## src/hdl/fcw_pkg.sv

```systemverilog
// Shared types, constants and helpers for the FAT12 cluster chain walker.
`default_nettype none
package fcw_pkg;

  localparam int TABLE_BYTES = 8192;
  localparam int MAX_RUN     = 64;

  localparam int TBL_AW  = $clog2(TABLE_BYTES);
  localparam int RUN_W   = $clog2(MAX_RUN + 1);
  localparam int POS_W   = 14;
  localparam int QDEPTH  = 2;
  localparam int QAW     = $clog2(QDEPTH);
  localparam int QCW     = $clog2(QDEPTH + 1);

  localparam logic [11:0] ENTRY_MASK = 12'h0FFF;
  localparam logic [11:0] FIRST_DATA = 12'h002;

  typedef enum logic [1:0] {
    REG_DATA_START = 2'd0,
    REG_SPC        = 2'd1,
    REG_TOTAL      = 2'd2
  } cfg_reg_t;

  typedef enum logic [1:0] {
    CMD_WRITE = 2'd0,
    CMD_WALK  = 2'd1,
    CMD_EMPTY = 2'd2
  } cmd_kind_t;

  typedef enum logic [1:0] {
    BK_IDLE = 2'd0,
    BK_LO   = 2'd1,
    BK_HI   = 2'd2,
    BK_OUT  = 2'd3
  } bk_state_t;

  typedef struct packed {
    logic        action;
    logic [12:0] table_byte_index;
    logic [7:0]  table_byte_value;
    logic [11:0] start_cluster;
  } in_item_t;

  typedef struct packed {
    logic [19:0] sector_address;
    logic [11:0] cluster_number;
    logic [11:0] following_cluster;
    logic        last_of_run;
    logic        chain_empty;
    logic        run_truncated;
  } out_item_t;

  typedef struct packed {
    logic [15:0] data_start_sector;
    logic [7:0]  cluster_size;
    logic [11:0] data_cluster_total;
  } cfg_t;

  typedef struct packed {
    cmd_kind_t   kind;
    logic [12:0] addr;
    logic [7:0]  data;
    logic [11:0] cluster;
  } cmd_t;

  function automatic logic cluster_ok(input logic [11:0] c, input logic [11:0] total);
    logic [11:0] d;
    d = c - FIRST_DATA;
    return (c >= FIRST_DATA) && (d < total);
  endfunction

  function automatic logic [POS_W-1:0] byte_pos(input logic [11:0] c);
    return {2'b00, c} + {3'b000, c[11:1]};
  endfunction

  function automatic logic pos_ok(input logic [POS_W-1:0] p);
    return p < POS_W'(TABLE_BYTES);
  endfunction

endpackage
`default_nettype wire

```

## src/hdl/fcw_queue.sv

```systemverilog
// Short command queue between the front and back stages.
`default_nettype none
module fcw_queue import fcw_pkg::*; (
  input  wire logic clk,
  input  wire logic rst_n,
  input  wire logic push_valid,
  output logic      push_ready,
  input  wire cmd_t push_data,
  output logic      pop_valid,
  input  wire logic pop_ready,
  output cmd_t      pop_data
);

  cmd_t           slot_r [QDEPTH];
  logic [QAW-1:0] wptr_r, wptr_nxt, rptr_r, rptr_nxt;
  logic [QCW-1:0] cnt_r, cnt_nxt;
  logic           do_push, do_pop;

  assign push_ready = cnt_r != QCW'(QDEPTH);
  assign pop_valid  = cnt_r != '0;
  assign pop_data   = slot_r[rptr_r];
  assign do_push    = push_valid && push_ready;
  assign do_pop     = pop_valid && pop_ready;

  always_comb begin
    wptr_nxt = do_push ? QAW'((32'(wptr_r) + 1) % QDEPTH) : wptr_r;
    rptr_nxt = do_pop  ? QAW'((32'(rptr_r) + 1) % QDEPTH) : rptr_r;
    cnt_nxt  = cnt_r;
    if (do_push && !do_pop) begin
      cnt_nxt = cnt_r + QCW'(1);
    end else if (do_pop && !do_push) begin
      cnt_nxt = cnt_r - QCW'(1);
    end
  end

  always_ff @(posedge clk) begin
    if (!rst_n) begin
      wptr_r <= '0;
      rptr_r <= '0;
      cnt_r  <= '0;
    end else begin
      wptr_r <= wptr_nxt;
      rptr_r <= rptr_nxt;
      cnt_r  <= cnt_nxt;
    end
  end

  always_ff @(posedge clk) begin
    if (do_push) begin
      slot_r[wptr_r] <= push_data;
    end
  end

endmodule
`default_nettype wire

```

## config.mk

```make
export PLATFORM = sky130hd
export DESIGN_NAME = fcw_queue
export DESIGN_NICKNAME = d
export VERILOG_FILES = /design/src/hdl/fcw_pkg.sv /design/src/hdl/fcw_queue.sv
export SDC_FILE = /design/constraint.sdc
export NUM_CORES = 1
export LEC_CHECK = 0
export BUFFER_PORTS_ARGS = -buffer_cell sky130_fd_sc_hd__buf_4
export CORE_MARGIN = 1.5
export CORE_UTILIZATION = 46
export CTS_CLUSTER_DIAMETER = 40
export DETAILED_ROUTE_END_ITERATION = 12
export GPL_TIMING_DRIVEN = 0
export PLACE_DENSITY = 0.74
export SLEW_MARGIN = 15
export SYNTH_ARGS = -nofsm -noshare
export SYNTH_HDL_FRONTEND = slang
export SYNTH_SLANG_ARGS = --single-unit
```

## constraint.sdc

```tcl
create_clock -name clk -period 1.9 [get_ports clk]
set_input_delay 0.095 -clock clk [delete_from_list [all_inputs] [get_ports clk]]
set_output_delay 0.095 -clock clk [all_outputs]
set_load 0.02 [all_outputs]
```

======== Yosys cells after proc, flatten, opt, wreduce, memory -nomap -nowiden ========
Memories as Yosys holds them, arrays and structs flattened. A register that Yosys moved wholly into a read port is not among the register bits.
Index checks and enable logic that the tools add are counted.
operators by class
  add/sub/neg operators ................... 4
  equal/unequal tests ..................... 1
  muxes and demuxes ....................... 6
  reduce and logical (&&, ||, !) cells .... 8
operator list
  cell                 count
  $logic_and 1x1->1    4
  $mux 1               4
  $mux 2               2
  $reduce_bool 2->1    2
  $add 1x1->1 const B  2
  $add 2x1->2 const B  1
  $logic_not 1->1      2
  $ne 2x2->1 const B   1
  $sub 2x1->2 const B  1
storage, ports and cells
  bits in registers ....................... 4
  RAM bits ................................ 70
  input bits .............................. 39
  output and inout bits ................... 37
  logic and storage cells ................. 23
  memories kept ........................... 1
memories
  name    depth  width  rd ports  clocked after memory_dff  write ports  RTL line         source
  slot_r  2      35     1         1                         1            fcw_queue.sv:14  cmd_t slot_r [QDEPTH];

======== Logic depth before layout (Yosys ltp) ========
  word-level depth ........................ 6
  depth in mapped cells ................... 6
  depth with buffers taken out ............ 6

======== Least setup slack after synthesis ========
Ideal clock, no wire load.
  kind .................................... register -> register
  start ................................... register cnt_r[0]
  end ..................................... memory slot_r[1][0] (netlist name) (enable)
  setup time .............................. 0.396 ns
  arrival time ............................ 1.504 ns
  data required time ...................... 1.504 ns
  slack ................................... 0.001 ns
  stages on the path, launching flop included .. 3
  path buffers ............................ 0
  clock period less this slack ............ 1.899 ns
  cell sequence ........................... dfxtp_1 -> nand2b_4 -> and3_1
on the way
  cells in the longest elaborated chain, start to end .. 4
RTL lines
  what                          RTL line         source
  start: declaration            fcw_queue.sv:16  logic [QCW-1:0] cnt_r, cnt_nxt;
  start signal: assignment      fcw_queue.sv:44  cnt_r <= cnt_nxt;
  $ne 2x2->1                    fcw_queue.sv:19  assign push_ready = cnt_r != QCW'(QDEPTH);
  net push_ready                fcw_queue.sv:7   output logic push_ready,
  $logic_and 1x1->1             fcw_queue.sv:22  assign do_push = push_valid && push_ready;
  $mux 1                        fcw_queue.sv:49  if (do_push) begin
  $mux 1 (implied by the code)  fcw_queue.sv:50  slot_r[wptr_r] <= push_data;
  end: declaration              fcw_queue.sv:14
The timed path passes the listed nets, and every way through them passes these cells.

==> impl_metrics.yaml <==
status:
  status: "completed"
sta:
  rsz0062_at_grt: "no"
  min_period_ns: 1.74
  slew_violations: 0
  setup_viol: 0
  worst_hold_slack_ns: 0.0772
  worstMarginPinSlew_ns: 0.242
  max_freq_mhz: 574
  finClkSkew_ns: 0.00690
  period_share_pct: 91.6
  final_hold_viol_count: 0
  maxSlewHeadroom_pct: 83.8
  worst_slack_ns: 0.159
synth:
  synth_top_area_share_pct: 76.2
  syn-cell-area_sq_um: 2760
  yosysUniqueCellTypes: 19
  syn_nets: 173
  synth.area.top_cells: "edfxtp_1 (76%), mux2_2 (14%), dfxtp_1 (3.6%)"
  yosysSeqAreaShare_pct: 79.8
  syn_avg_cell_area_sq_um: 20.7
  syn_inst: 133
  yosys.area.top_type: "edfxtp_1"
  yosysWarnings: 0
  synth-seq-cells: 75
worst_setup_path:
  crit_path_start_kind: "register"
  critPathRequiredTime_ns: 1.80
  worstPathMaxFanout: 10
  path_class: "register to output port"
  end_kind: "output port"
  cp.arrival_ns: 1.65
global_route:
  track_usage_pct: 16.7
  first_global_vias: 1624
  gr-total-overflow: 0
  grt_max_degree: 29
  antenna_found_initial: 0
  grt_pass1_wl_mm: 7.74
floorplan:
  start_util_pct: 47.2
  core_sq_um: 5850
  io_pins: 76
  rows: 28
  die-area_sq_um: 6470
  die_h_um: 80.4
  die_w_um: 80.4
power_and_ir_drop:
  power_leakage_uw: 0.00155
  ir_worst_vdd_v: 0.000726
  p_per_area_nw_per_um2: 1270
  total_power_uw: 5170
clock_tree:
  cts_buffers: 9
  postCtsSetupBuffers: 0
  cts.clk_slew.worst_paths_ns: 0.07
  clk-insertion-delay-late_ns: 0.34
  tritoncts: "built"
  h-tree-depth: 3
  clock_path_buffers: 2
  cts_sinks: 75
  clock_tree.root_cell: "clkbuf_8"
place:
  dpl_worst_slack_ns: 0.289
  placement.io_buffers: 75
  dp_cells: 285
  gp_congestion: 0.668
  place_hpwl_mm: 3.29
finish:
  nets: 297
  final.fill_count: 391
  diodes: 0
  layout_common_cells: "buf_4 (75), edfxtp_1 (70), dlygate4sd3_1 (36), mux2_2 (35), clkbuf_8 (9)"
  drive_gt1_share_pct: 51.1
  fin_cells: 337
  syn_to_final_growth_pct: 46.8
  final_common_cell: "buf_4"
  utilization_pct: 69.2
detailed_routing:
  wl_per_cell_um: 15.5
  vias: 1599
  first_iter_violations: 95
  routed_wirelength_mm: 5.24
  drc: 0
  firstDrtPassIters: 4
  viasPerCell: 4.74
  postRouteAntennaNets: 0
run:
  maxCapViolCount: 0
worst_hold_path:
  hp-class: "input port to register"
-- power by group --
part,internal (uW),switching (uW)
Combinational,792,818
Clock,877,540
Sequential,2070,73.0
Total,3730,1430
-- routing by layer --
layer | wire (um) | GRT usage (%) | part of all wire (%) | up-vias
met4 | 105 | 8.45 | 2.0 | 0
met1 | 2050 | 18.5 | 39 | 774
met3 | 304 | 5.23 | 5.8 | 10
li1 | - | - | - | 762
met2 | 2780 | 28.7 | 53 | 53
met5 | 0 | 0 | 0 | -
-- cell families (layout without fill, tap and decap cells) --
family | count (synthesis) | count (layout) | share of synthesized area, %
fa+ha+maj | 1 | 1 | 0.453
mux | 35 | 35 | 14.3
buf+inv | 5 | 134 | 0.862
simple gates | 9 | 9 | 2.36
compound gates | 5 | 5 | 1.27
xor+xnor | 3 | 3 | 0.953
flops | 75 | 75 | 79.8
-- sequential cells by signal, indices dropped and copies added, names as in the netlist, named ones only --
signal / flops
cnt_r: 2
slot_r: 70
rptr_r: 1
wptr_r: 1
-- per-stage QoR --
stage	cell area [sq um]	setup TNS, ns
floorplan	2760	0
global placement	3420	-26.63
finish	4050	0
CTS	4050	0
global route	4050	0
detailed placement	3460	0
-- worst max-delay path, stage by stage, from the launching register on --
cell and delay, ns:
dfxtp_1 0.30, buf_2 0.19, buf_2 0.29, mux2_2 0.38
buf_4 0.16
-- repair_timing --
item	CTS	global route
hold endpoints to repair	73	0
gates resized for setup	0	0
hold buffers	36	0
-- area by class of cell --
cell class	count	area (sq um)	share of cell area, %
sequential	75	2200	54.4
timing repair buffer	113	963	23.8
tap	75	93.8	2.32
buffer	4	20.0	0.494
multi-input combinational	53	534	13.2
clock buffer	12	135	3.34
inverter	1	3.75	0.0926
clock inverter	4	98.8	2.44
-- synthesized netlist by cell type (all sizes together) --
library cell	count
a21bo	1
a21boi	2
and2	4
and3	1
buf	4
dfxtp	5
edfxtp	70
ha	1
inv	1
mux2	35
nand2b	1
nand3b	1
o21ai	2
or2	1
or3	1
xnor2	2
xor2	1
-- final timing paths --
path,slack (ns),from,depth (start not counted),to
worst max-delay path,0.16,register,4,pop_data[4]
worst min-delay path,0.08,push_valid,3,wptr_r
worst max register to register,0.30,cnt_r[1],5,cnt_r[1]
worst min register to register,0.59,rptr_r,2,register
Power figures use the tool's default switching activity.
