$ cat src/hdl/fcw_pkg.sv
// Shared types, constants and helpers for the FAT12 cluster chain walker.
`default_nettype none
package fcw_pkg;

  localparam int TABLE_BYTES = 8192;
  localparam int MAX_RUN     = 64;

  localparam int TBL_AW  = $clog2(TABLE_BYTES);
  localparam int RUN_W   = $clog2(MAX_RUN + 1);
  localparam int POS_W   = 14;
  localparam int QDEPTH  = 2;
  localparam int QAW     = $clog2(QDEPTH);
  localparam int QCW     = $clog2(QDEPTH + 1);

  localparam logic [11:0] ENTRY_MASK = 12'h0FFF;
  localparam logic [11:0] FIRST_DATA = 12'h002;

  typedef enum logic [1:0] {
    REG_DATA_START = 2'd0,
    REG_SPC        = 2'd1,
    REG_TOTAL      = 2'd2
  } cfg_reg_t;

  typedef enum logic [1:0] {
    CMD_WRITE = 2'd0,
    CMD_WALK  = 2'd1,
    CMD_EMPTY = 2'd2
  } cmd_kind_t;

  typedef enum logic [1:0] {
    BK_IDLE = 2'd0,
    BK_LO   = 2'd1,
    BK_HI   = 2'd2,
    BK_OUT  = 2'd3
  } bk_state_t;

  typedef struct packed {
    logic        action;
    logic [12:0] table_byte_index;
    logic [7:0]  table_byte_value;
    logic [11:0] start_cluster;
  } in_item_t;

  typedef struct packed {
    logic [19:0] sector_address;
    logic [11:0] cluster_number;
    logic [11:0] following_cluster;
    logic        last_of_run;
    logic        chain_empty;
    logic        run_truncated;
  } out_item_t;

  typedef struct packed {
    logic [15:0] data_start_sector;
    logic [7:0]  cluster_size;
    logic [11:0] data_cluster_total;
  } cfg_t;

  typedef struct packed {
    cmd_kind_t   kind;
    logic [12:0] addr;
    logic [7:0]  data;
    logic [11:0] cluster;
  } cmd_t;

  function automatic logic cluster_ok(input logic [11:0] c, input logic [11:0] total);
    logic [11:0] d;
    d = c - FIRST_DATA;
    return (c >= FIRST_DATA) && (d < total);
  endfunction

  function automatic logic [POS_W-1:0] byte_pos(input logic [11:0] c);
    return {2'b00, c} + {3'b000, c[11:1]};
  endfunction

  function automatic logic pos_ok(input logic [POS_W-1:0] p);
    return p < POS_W'(TABLE_BYTES);
  endfunction

endpackage
`default_nettype wire

$ cat src/hdl/fcw_front.sv
// Front stage: accepts input beats and classifies them into table writes, walks and empty walks.
`default_nettype none
module fcw_front import fcw_pkg::*; (
  input  wire logic     clk,
  input  wire logic     rst_n,
  input  wire logic     in_valid,
  output logic          in_ready,
  input  wire in_item_t in_data,
  input  wire cfg_t     cfg,
  output logic          cmd_valid,
  input  wire logic     cmd_ready,
  output cmd_t          cmd_data
);

  logic f_valid_r, f_valid_nxt;
  cmd_t f_cmd_r, f_cmd_nxt;
  logic keep;

  assign in_ready  = !f_valid_r || cmd_ready;
  assign cmd_valid = f_valid_r;
  assign cmd_data  = f_cmd_r;

  always_comb begin
    f_cmd_nxt.addr    = in_data.table_byte_index;
    f_cmd_nxt.data    = in_data.table_byte_value;
    f_cmd_nxt.cluster = in_data.start_cluster;
    if (!in_data.action) begin
      f_cmd_nxt.kind = CMD_WRITE;
      keep = {1'b0, in_data.table_byte_index} < 14'(TABLE_BYTES);
    end else begin
      f_cmd_nxt.kind = cluster_ok(in_data.start_cluster, cfg.data_cluster_total)
                       ? CMD_WALK : CMD_EMPTY;
      keep = 1'b1;
    end
  end

  always_comb begin
    f_valid_nxt = f_valid_r;
    if (in_ready) begin
      f_valid_nxt = in_valid && keep;
    end
  end

  always_ff @(posedge clk) begin
    if (!rst_n) begin
      f_valid_r <= 1'b0;
    end else begin
      f_valid_r <= f_valid_nxt;
    end
  end

  always_ff @(posedge clk) begin
    if (in_ready && in_valid) begin
      f_cmd_r <= f_cmd_nxt;
    end
  end

endmodule
`default_nettype wire

$ cat config.mk
export PLATFORM = sky130hd
export DESIGN_NAME = fcw_front
export DESIGN_NICKNAME = d
export VERILOG_FILES = /design/src/hdl/fcw_pkg.sv /design/src/hdl/fcw_front.sv
export SDC_FILE = /design/constraint.sdc
export NUM_CORES = 1
export LEC_CHECK = 0
export ABC_AREA = 1
export BUFFER_PORTS_ARGS = -buffer_cell sky130_fd_sc_hd__buf_2
export CORE_MARGIN = 5
export CORE_UTILIZATION = 30
export CTS_BUF_LIST = sky130_fd_sc_hd__clkbuf_4 sky130_fd_sc_hd__clkbuf_8
export DETAILED_ROUTE_END_ITERATION = 6
export PLACE_DENSITY = 0.69
export SLEW_MARGIN = 0
export SYNTH_ARGS = -nofsm -noshare
export SYNTH_HDL_FRONTEND = slang
export SYNTH_SLANG_ARGS = --single-unit
$ cat constraint.sdc
create_clock -name clk -period 2.38 [get_ports clk]
set_clock_uncertainty 0.05 [all_clocks]
set_input_delay 0.238 -clock clk [delete_from_list [all_inputs] [get_ports clk]]
set_output_delay 0.238 -clock clk [all_outputs]
set_load 0.02 [all_outputs]
-- Word-level counts from Yosys, hierarchy flattened
Cells that the tools add are included.
- register bits: 36
- bits in latches: 0
- word-level logic and storage cells: 13
- ROM bits: 0
- memories: 0
- memory bits (writable): 0
- multiplexer cells: 1
- bitwise gates (word level): 0
- equality and inequality tests: 0
- add/subtract/negate cells: 1
- $mul: 0
- shift operators: 0
- reduce and logical (&&, ||, !) cells: 4
- divide/modulo/power cells: 0
- $lt $le $gt $ge: 2
- operator list (operator ; number):
    12-bit by 2-bit greater-or-equal comparator with 1-bit output (second input constant) ; 1
    12-bit < comparator ; 1
    12-bit by 2-bit subtractor with 12-bit output (second input constant) ; 1
    1-bit logical AND ; 2
    2-bit 2-to-1 mux ; 1
    1-bit zero test ; 1
    1-bit logical OR ; 1

-- Depth between registers and ports, before layout
Gate-level depths: netlist of the first run.
- word-level depth: 4
- mapped depth: 16
- mapped depth without buffers: 16

-- Least setup slack after synthesis of the first run
No wires, ideal clock.
- kind: register -> register
- start point: reg f_valid_r (netlist: cmd_valid)
- end point: reg f_cmd_r, in the netlist cmd_data[0] (enable)
- setup time: 0.439 ns
- path buffers: 0
- cell stages (with the launch flop): 2
- data arrival time: 2.153 ns
- slack: -0.262 ns
- path through: dfxtp_1 > a21oi_1
- word-level cells in the longest chain between the ends: 3
- ends and longest elaborated chain (element ; RTL line ; source):
    from (decl) ; fcw_front.sv:15 ; logic f_valid_r, f_valid_nxt;
    from (signal assigned) ; fcw_front.sv:48 ; f_valid_r <= f_valid_nxt;
    1-bit zero test ; fcw_front.sv:19 ; assign in_ready = !f_valid_r || cmd_ready;
    1-bit logical OR ; fcw_front.sv:19 ;
    1-bit logical AND ; fcw_front.sv:53 ; if (in_ready && in_valid) begin
    to (signal assigned) ; fcw_front.sv:54 ; f_cmd_r <= f_cmd_nxt;
    to (decl) ; fcw_front.sv:16 ; cmd_t f_cmd_r, f_cmd_nxt;
Every way passes these cells.
A chain may end at the register's enable or synchronous reset.

-- Worst setup path in the final report of the first run
- start point: in in_data[1] in the netlist's numbering
- end point: reg f_cmd_r, in the netlist cmd_data[34], data pin
- word-level cells in the longest chain between the ends: 4
- elaborated cells between the ends (all ways): 5
- classes of those cells: add/sub (1); order compare (2); mux (1); reduce/logical (1)
- ends and longest elaborated chain (element ; RTL line ; source):
    from (decl) ; fcw_front.sv:8 ; input wire in_item_t in_data,
    12-bit by 2-bit subtractor with 12-bit output ; fcw_pkg.sv:68 ; d = c - FIRST_DATA;
    12-bit < comparator ; fcw_pkg.sv:69 ; return (c >= FIRST_DATA) && (d < total);
    1-bit logical AND (*) ; fcw_pkg.sv:69 ;
    2-bit 2-to-1 mux (*) ; fcw_front.sv:32 ; ? CMD_WALK : CMD_EMPTY;
Every way passes the cells marked *; elsewhere a longest branch is shown, timed or not.

==> flow_summary_export.csv, run 1 <==
group,metric,value,unit
timing,slew_headroom,71.04,%
timing,finalSetupTns,0,ns
worst_setup_path,reg2regPathDepth,2,
job,cap_violations,0,
synthesis,synth_most_common_cell,"edfxtp_1",
worst_setup_path,critPathMaxStageDelay,0.27,ns
clock_tree,cts_tree,"done",
synthesis,synthFlopType,"edfxtp_1",
synthesis,synthCells,138,
layout,ff_latch_area,0.001071,mm^2
detailed_routing,dr.first_iter.drc_count,17,
synthesis,yosysWarnings,0,
timing,min_period,2.092,ns
die,rows,27,
layout,filler_cell_count,532,
timing,finalCritPeriodShare,87.90,%
worst_setup_path,cp.arrival,2.07,ns
die,floorplan.die.height,83.95,um
worst_setup_path,path_cells,"buf_2 -> inv_2 -> ha_1 -> nand2_2 -> nor2_4 -> nand3_2 -> nor3_2 -> xor2_1 -> ha_1 -> nand2_1 -> inv_1 -> nand2_1 -> nand2_1 -> a21oi_1 -> nand3_1 -> nand2_1 -> inv_1",
clock_tree,numClockSinks,36,
die,core_area,0.005405,mm^2
placement,dpl.hpwl,2.802,mm
worst_setup_path,path_class,"in -> reg",
die,ios,111,
power,p_per_area,597.0,mW/mm^2
timing,setup_viol,0,
power,p_leak,1.118,nW
die,start_util,30.35,%
clock_tree,clk-insertion-delay-late,0.27,ns
synthesis,yosys.area.top_type_share,64.07,%
timing,tightest_slew,0.4344,ns
detailed_routing,drt_first_pass_iters,4,
die,fp.dieW,83.95,um
worst_setup_path,crit_path_start_kind,"input pin",
grt,first_global_vias,1178,
clock_tree,post_cts_buffers,0,
layout,drive_gt1_share,44.64,%
timing,hold_slack,0.08607,ns
layout,final_nets,319,
hold_path,holdPathStages,1,
detailed_routing,wl_met3,302,um
die,dieArea,0.007047,mm^2
clock_tree,cts_buffers,5,
synthesis,yosys.area.top_type,"edfxtp_1",
grt,grt_max_degree,36,
timing,max_freq,478.0,MHz
clock_tree,cts.clk_slew.worst_paths,0.07,ns
worst_setup_path,cp-end-kind,"register",
status,status,"completed",
grt,grt_pass1_wl,5.457,mm
synthesis,synth_seq_cells,36,
placement,gp_congestion,0.7330,
detailed_routing,wl_per_cell,11.04,um
clock_tree,h-tree-depth,2,
worst_setup_path,critical_path_required,2.36,ns
clock_tree,clock_path_buffers,2,
synthesis,seq_area_frac_synth,65.29,%
power,vdd_drop_max,0.2750,mV
synthesis,synth_nets,224,
synthesis,synthTopCellsByArea,"edfxtp_1 64%, ha_1 9.2%, nand2_1 6.6%",
detailed_routing,via_per_inst,4.033,
grt,overflow,0,
worst_setup_path,critPathBufInv,4,
detailed_routing,wl_met2,1.649,mm
detailed_routing,antenna_left,0,
timing,rsz0062_at_grt,"no",
synthesis,async_flop_share,0,%
worst_setup_path,cp.depth,17,
timing,finalMaxSlewViolations,0,
grt,groute.usage.overall,9.849,%
synthesis,synth-edff-count,35,
synthesis,syn-mean-instance-area,11.89,um^2
placement,placement.io_buffers,86,
layout,diodes,0,
detailed_routing,wl,3.367,mm
synthesis,yosys-top-cells-count,"35 x edfxtp_1, 29 x nand2_1, 24 x inv_1",
clock_tree,post_cts_resized,0,
layout,multi_input_area,471.7,um^2
grt,antenna_found_initial,0,
layout,syn2layout_area_growth,37.99,%
hold_path,min_path_type,"in -> reg",
worst_setup_path,crit_slowest_cell,"ha_1",
synthesis,netlist_area,0.001640,mm^2
worst_setup_path,crit_family,"simple AND/OR/NAND/NOR gates",
timing,hold_viol_final,0,
clock_tree,hold_buffers,0,
worst_setup_path,cp_max_fo,3,
detailed_routing,drc,0,
clock_tree,cts_root_buf,"clkbuf_8",
synthesis,ys_types,17,
detailed_routing,met1_length,1.356,mm
detailed_routing,dr.max_layer_used,"met4",
worst_setup_path,crit_path_frequent_cell,"nand2_1",
detailed_routing,route.vias.total,1230,
[metrics by stage]
step / cell area (um^2) / utilization, % / power, W / cells / setup WS [ns]
global placement: 2187 / 40.46 / 0.0009895 / 298 / 0.02199
CTS: 2263 / 41.88 / 0.001377 / 305 / 0.2690
detailed placement: 2187 / 40.46 / 0.0009956 / 298 / -0.009470
finish: 2263 / 41.88 / 0.001351 / 305 / 0.2881
floorplan: 1644 / - / 0.0008935 / 138 / 0.3392
global route: 2263 / 41.88 / 0.001434 / 305 / 0.06246
[cells in the final DEF (no fill, tap or decap), drive strengths merged]
master and count:
a21oi 5, edfxtp 35, nand3 2, xor2 6, inv 29, clkbuf 5
nor2 13, nor3 1, clkinv 2, xnor2 3, a21boi 1, dfxtp 1
ha 12, buf 88, nand2 30
[final cells by class]
class / instances / area share (%)
Sequential cell: 36 / 47.32
Multi-Input combinational cell: 73 / 20.84
Timing Repair Buffer: 88 / 19.68
Inverter: 29 / 4.809
Tap cell: 72 / 3.980
Clock buffer: 5 / 3.040
Clock inverter: 2 / 0.3317
[logic make-up (layout without fill, tap and decap cells)]
family          count (synthesis)  count (layout)  share of synthesized area [%]
simple gates                   46              46                          12.13
flops                          36              36                          65.29
buf+inv                        29             124                          6.636
fa+ha+maj                      12              12                          9.153
xor+xnor                        9               9                          4.806
compound gates                  6               6                          1.983
[registers in the layout, indices dropped and copies added (netlist names)]
signal / count
cmd_valid: 1
cmd_data: 35
[final timing paths]
| kind | startpoint | end | slack [ns] |
|---|---|---|---|
| worst max-delay path | in_data[1] | cmd_data[34]$_SDFFCE_PN0P_ | 0.29 |
| worst min-delay path | in_data[24] | cmd_data[24]$_DFFE_PP_ | 0.09 |
| worst max register to register | cmd_valid$_SDFFE_PN0N_ | cmd_data[14]$_DFFE_PP_ | 1.09 |
| worst min register to register | cmd_valid$_SDFFE_PN0N_ | cmd_valid$_SDFFE_PN0N_ | 0.48 |
[routing by layer]
metal / global-route usage, % / vias up
met4: 4.825 / 0
met2: 16.70 / 57
met5: 0 / -
li1: - / 630
met1: 10.80 / 539
met3: 3.653 / 4
[power breakdown]
group          switching, W  internal (W)  total, W
combinational      0.000141     0.0000887  0.000229
sequential       0.00000809      0.000741  0.000749
clock              0.000181      0.000193  0.000373
total              0.000329       0.00102   0.00135
No activity file was read; power rests on OpenSTA's default activity.
==> run 2, diff against run 1 <==
==> constraint.sdc (replaced) <==
create_clock -name clk -period 2.38 [get_ports clk]
set_clock_uncertainty 0.05 [all_clocks]
set_input_delay 0.119 -clock clk [delete_from_list [all_inputs] [get_ports clk]]
set_output_delay 0.119 -clock clk [all_outputs]
set_load 0.02 [all_outputs]
==> run 2 against run 1 <==
Sequential power hardly changed. Largest power group unchanged. Global-route usage is 0.78 points higher. Highest routed layer unchanged. Design area is 11% higher.
==> flow_summary_export.csv, run 2 (same netlist as run 1, synthesis figures left out) <==
group,metric,value,unit
die,core_area,0.005405,mm^2
layout,syn2layout_area_growth,53.47,%
worst_setup_path,critical_path_required,2.37,ns
placement,placement.io_buffers,86,
worst_setup_path,r2r_slack,1.09,ns
worst_setup_path,cp_max_fo,3,
clock_tree,clock_path_buffers,2,
worst_setup_path,rr_startpoint,"cmd_valid$_SDFFE_PN0N_",
layout,fin_util,46.57,%
clock_tree,cts_buffers,5,
timing,setup_viol,0,
die,start_util,30.35,%
clock_tree,clk-insertion-delay-late,0.27,ns
timing,slew_headroom,71.25,%
status,status,"completed",
worst_setup_path,cp-end-kind,"register",
power,p_per_area,564.1,mW/mm^2
worst_setup_path,crit_slowest_cell,"ha_1",
detailed_routing,antenna_left,0,
die,rows,27,
timing,finalSetupTns,0,ns
worst_setup_path,reg2regPathDepth,2,
detailed_routing,route.vias.total,1300,
hold_path,min_from,"rst_n",
power,vdd_drop_max,0.2701,mV
timing,tightest_slew,0.4312,ns
layout,drive_gt1_share,40.70,%
layout,largest_register_ffs,35,
timing,hold_viol_final,0,
clock_tree,numClockSinks,36,
placement,dpl.hpwl,2.759,mm
clock_tree,cts_tree,"done",
layout,filler_cell_count,506,
worst_setup_path,crit_path_start_kind,"input pin",
worst_setup_path,path_class,"in -> reg",
clock_tree,cts_root_buf,"clkbuf_8",
layout,final_nets,343,
worst_setup_path,path_cells,"buf_2 -> inv_2 -> ha_1 -> nand2_2 -> nor2_4 -> nand3_2 -> nor3_2 -> xor2_1 -> ha_1 -> nand2_1 -> inv_1 -> nand2_1 -> nand2_1 -> a21oi_1 -> nand3_1 -> nand2_1 -> inv_1",
hold_path,holdPathStages,2,
grt,grt_max_degree,36,
worst_setup_path,cp.arrival,1.98,ns
grt,antenna_found_initial,0,
hold_path,min_path_type,"in -> reg",
placement,gp_congestion,0.7303,
worst_setup_path,crit_path_frequent_cell,"nand2_1",
clock_tree,h-tree-depth,2,
detailed_routing,drt_first_pass_iters,2,
grt,grt_pass1_wl,5.975,mm
layout,final_cell_mix,"86 x buf_2, 35 x edfxtp_1, 29 x nand2_1, 25 x dlygate4sd3_1, 24 x inv_1",
worst_setup_path,r2r-end,"cmd_data[19]$_DFFE_PP_",
timing,min_period,1.988,ns
timing,finalCritPeriodShare,83.52,%
job,cap_violations,0,
detailed_routing,drc,0,
clock_tree,cts.clk_slew.worst_paths,0.06,ns
layout,diodes,0,
hold_path,min_to,"cmd_valid$_SDFFE_PN0N_",
worst_setup_path,critPathMaxStageDelay,0.26,ns
detailed_routing,wl_per_cell,10.93,um
placement,dpl-instance-area,0.002180,mm^2
layout,final_cell_area,0.002517,mm^2
detailed_routing,dr.first_iter.drc_count,13,
layout,layout_commonest_cell,"buf_2",
grt,first_global_vias,1345,
grt,groute.usage.overall,10.63,%
die,fp.dieW,83.95,um
power,p_leak,1.225,nW
timing,finalMaxSlewViolations,0,
die,dieArea,0.007047,mm^2
timing,rsz0062_at_grt,"no",
detailed_routing,via_per_inst,3.939,
die,floorplan.die.height,83.95,um
timing,max_freq,503.1,MHz
die,ios,111,
detailed_routing,wl,3.606,mm
grt,overflow,0,
==> run 2: worst max-delay path by stage <==
stage	startpoint	to	slack, ns	cells after the start
after global routing	in_data[1]	cmd_data[34]$_SDFFCE_PN0P_	0.13	17
after global placement	in_data[1]	cmd_data[34]$_SDFFCE_PN0P_	0.12	15
final	in_data[1]	cmd_data[34]$_SDFFCE_PN0P_	0.39	17
after floorplan	in_data[1]	cmd_data[34]$_SDFFCE_PN0P_	0.46	16
after detailed placement	in_data[1]	cmd_data[34]$_SDFFCE_PN0P_	0.10	17
after CTS	in_data[1]	cmd_data[34]$_SDFFCE_PN0P_	0.39	17
==> run 2: metrics by stage <==
step	total power [W]	instances	hold slack [ns]	setup WS, ns
6_report	0.001420	330	0.03285	0.3923
4_1_cts	0.001444	329	0.001006	0.3905
3_3_place_gp	0.0009889	297	0.2457	0.1178
2_1_floorplan	0.0008935	138	0.1679	0.4582
3_5_place_dp	0.0009950	297	0.2471	0.1026
5_1_grt	0.001503	330	0.02323	0.1297
==> run 2: cell type report <==
type | count | area (um^2) | share of cell area, %
Multi-Input combinational cell | 73 | 471.7 | 18.74
Inverter | 29 | 108.9 | 4.324
Clock buffer | 7 | 83.83 | 3.330
Timing Repair Buffer | 112 | 688.2 | 27.34
Tap cell | 72 | 90.09 | 3.579
Sequential cell | 36 | 1071 | 42.54
Clock inverter | 1 | 3.754 | 0.1491
==> run 2: metal layers <==
metal  global-route usage (%)  up-vias  routed length (um)
met5                        0        -                   0
met4                    4.825        0                  74
met3                    3.356        5                 267
met2                    18.80       51                1802
met1                    11.52      565                1461
li1                         -      679                   -
==> run 2: where the power goes <==
part           internal, W  leakage, nW  switching [W]
Sequential        0.000741        0.348     0.00000879
Clock             0.000226       0.0467       0.000182
Combinational     0.000115        0.830       0.000147
==> run 2: worst max-delay path, delay by kind of cell <==
kind / cells / cell delay (ns)
AOI/OAI and AO/OA: 1 / 0.12
and+or+nand+nor: 9 / 0.86
xor gates and xnor gates: 1 / 0.18
adders and majority gates: 2 / 0.45
buffers and inverters: 4 / 0.24
==> run 2: timing repair <==
item | in CTS | in global routing
hold endpoints to repair | 24 | 1
buffers inserted | 0 | 0
gates resized for setup | 0 | 0
hold buffers | 24 | 1
==> run 3, diff against run 2 <==
- clock period: 2.38 -> 1.7 ns (I/O delays scaled with it)
==> run 3 against run 2 <==
Via count up 5.0%. Combinational power is 64% higher. Non-clock buffer count grew 21. The flow now finishes with violations (setup timing). Setup slack worse by 0.46 ns. Global-route usage up 1.1 points. Sequential power rose by 40%.
==> flow_summary_export.csv, run 3 (same netlist as run 1, synthesis figures left out) <==
group,metric,value,unit
worst_setup_path,cp-end-kind,"register",
worst_setup_path,critPathMaxStageDelay,0.27,ns
power,seqPwrFrac,51.4,%
detailed_routing,wl_met3,206,um
worst_setup_path,path_cells,"buf_8 -> inv_12 -> ha_4 -> nand2_4 -> nor2_4 -> nand3_2 -> nor3_2 -> xor2_1 -> ha_1 -> nand2_2 -> inv_1 -> nand2_1 -> nand2_1 -> a21oi_2 -> nand3_2 -> nand2_1 -> inv_1",
worst_setup_path,crit_family,"simple AND/OR/NAND/NOR gates",
detailed_routing,dr.first_iter.drc_count,25,
layout,diodes,0,
worst_setup_path,cp.arrival,1.75,ns
placement,dpl.hpwl,3.021,mm
grt,first_global_vias,1483,
timing,finalMaxSlewViolations,0,
worst_setup_path,path_class,"in -> reg",
worst_setup_path,critical_path_required,1.68,ns
worst_setup_path,crit_path_frequent_cell,"nand2_1",
clock_tree,clock_path_buffers,2,
hold_path,min_to,"cmd_data[9]$_DFFE_PP_",
power,swShare,23.75,%
timing,setup_viol,2,
detailed_routing,dr.max_layer_used,"met4",
worst_setup_path,r2r_slack,0.59,ns
detailed_routing,via_per_inst,3.889,
clock_tree,numClockSinks,36,
die,ios,111,
power,clkPwrFrac,27.6,%
grt,groute.usage.overall,11.71,%
clock_tree,cts_root_buf,"clkbuf_8",
timing,max_freq,567.2,MHz
detailed_routing,drc,0,
hold_path,min_from,"in_data[9]",
die,fp.dieW,83.95,um
layout,drive_gt1_share,45.52,%
power,p_per_area,734.8,mW/mm^2
worst_setup_path,rr_startpoint,"cmd_valid$_SDFFE_PN0N_",
worst_setup_path,crit_path_start_kind,"input pin",
die,floorplan.die.height,83.95,um
grt,antenna_found_initial,0,
grt,overflow,0,
detailed_routing,antenna_left,0,
placement,placement.io_buffers,86,
detailed_routing,drt_first_pass_iters,4,
clock_tree,clk-insertion-delay-late,0.27,ns
timing,tightest_slew,0.1933,ns
timing,hold_viol_final,0,
detailed_routing,met1_length,1.560,mm
die,dieArea,0.007047,mm^2
clock_tree,post_cts_buffers,0,
placement,dp_slack,-0.4737,ns
status,violations,"setup timing",
power,vdd_drop_max,0.3235,mV
timing,rsz0062_at_grt,"yes",
timing,finalCritPeriodShare,103.7,%
layout,layout_commonest_cell,"buf_2",
die,start_util,30.35,%
worst_setup_path,r2r-end,"cmd_data[18]$_DFFE_PP_",
clock_tree,cts_buffers,5,
die,core_area,0.005405,mm^2
timing,setup_slack,-0.06300,ns
hold_path,holdPathStages,1,
worst_setup_path,critPathBufInv,4,
worst_setup_path,reg2regPathDepth,2,
power,p_int,0.001556,W
layout,final_cell_mix,"84 x buf_2, 35 x edfxtp_1, 30 x dlygate4sd3_1, 28 x nand2_1, 23 x inv_1",
job,cap_violations,0,
grt,grt_pass1_wl,6.630,mm
worst_setup_path,crit_slowest_cell,"ha_1",
detailed_routing,wl,3.850,mm
layout,syn2layout_area_growth,69.34,%
detailed_routing,route.vias.total,1365,
die,rows,27,
power,p_leak,1.349,nW
timing,slew_headroom,87.02,%
status,status,"finished, violations left",
clock_tree,h-tree-depth,2,
hold_path,min_path_type,"in -> reg",
layout,filler_cell_count,479,
clock_tree,cts.clk_slew.worst_paths,0.06,ns
detailed_routing,wl_met2,2.004,mm
timing,min_period,1.763,ns
worst_setup_path,cp_max_fo,2,
placement,gp_congestion,0.8185,
timing,finalSetupTns,-0.09877,ns
clock_tree,cts_tree,"done",
grt,grt_max_degree,36,
detailed_routing,wl_per_cell,10.97,um
layout,largest_register_ffs,35,
layout,final_nets,364,
power,p_sw,0.0004848,W
power,combPwrFrac,21.1,%
==> run 3: how the worst max path moves through the flow <==
stage / start / slack, ns / to / cells past startpoint
final: in_data[1] / -0.06 / cmd_data[34]$_SDFFCE_PN0P_ / 17
after floorplan: in_data[2] / -0.17 / cmd_data[34]$_SDFFCE_PN0P_ / 16
after CTS: in_data[1] / -0.05 / cmd_data[34]$_SDFFCE_PN0P_ / 17
after global placement: in_data[2] / -0.40 / cmd_data[34]$_SDFFCE_PN0P_ / 17
after detailed placement: in_data[2] / -0.47 / cmd_data[33]$_SDFFCE_PN0P_ / 16
after global routing: in_data[1] / -0.23 / cmd_data[33]$_SDFFCE_PN0P_ / 16
==> run 3: cell type report <==
cell class	count	area, um^2	share of cell area (%)
repair buffers	133	887.1	31.94
flip-flops and latches	36	1071	38.56
clock buffers	7	83.83	3.018
well taps	72	90.09	3.243
multi-input cells	73	508.0	18.29
inverters	29	133.9	4.820
clock inverters	1	3.754	0.1351
==> run 3: metal layers <==
layer | up-vias | global-route usage (%)
li1 | 723 | -
met4 | 0 | 4.678
met3 | 7 | 3.356
met1 | 586 | 12.70
met2 | 49 | 21.26
met5 | - | 0
==> run 3: power groups by stage <==
stage	sequential (W)	combinational, W	clock [W]
2_1_floorplan	0.00114	0.000118	0
5_1_grt	0.00105	0.000476	0.000639
6_report	0.00105	0.000430	0.000563
3_3_place_gp	0.00107	0.000358	0
3_5_place_dp	0.00107	0.000367	0
4_1_cts	0.00105	0.000429	0.000595
==> run 3: per-stage QoR <==
step,utilization (%),power [W],std cells,cell area (um^2),hold WS (ns)
after floorplan,-,0.001258,138,1689,0.1339
after global placement,43.47,0.001425,313,2350,0.2127
after detailed placement,43.47,0.001434,313,2350,0.2134
after CTS,51.09,0.002072,351,2761,0.002331
after global routing,51.39,0.002169,351,2778,0.0004328
final,51.39,0.002041,351,2778,0.01514
==> run 3: repair_timing <==
| action | in CTS | in global routing |
|---|---|---|
| endpoints found under the hold margin | 30 | 0 |
| hold buffers | 30 | 0 |
| endpoints found under the setup margin | 2 | 2 |
| resized for setup | 7 | 4 |
| pin swaps | 8 | 5 |
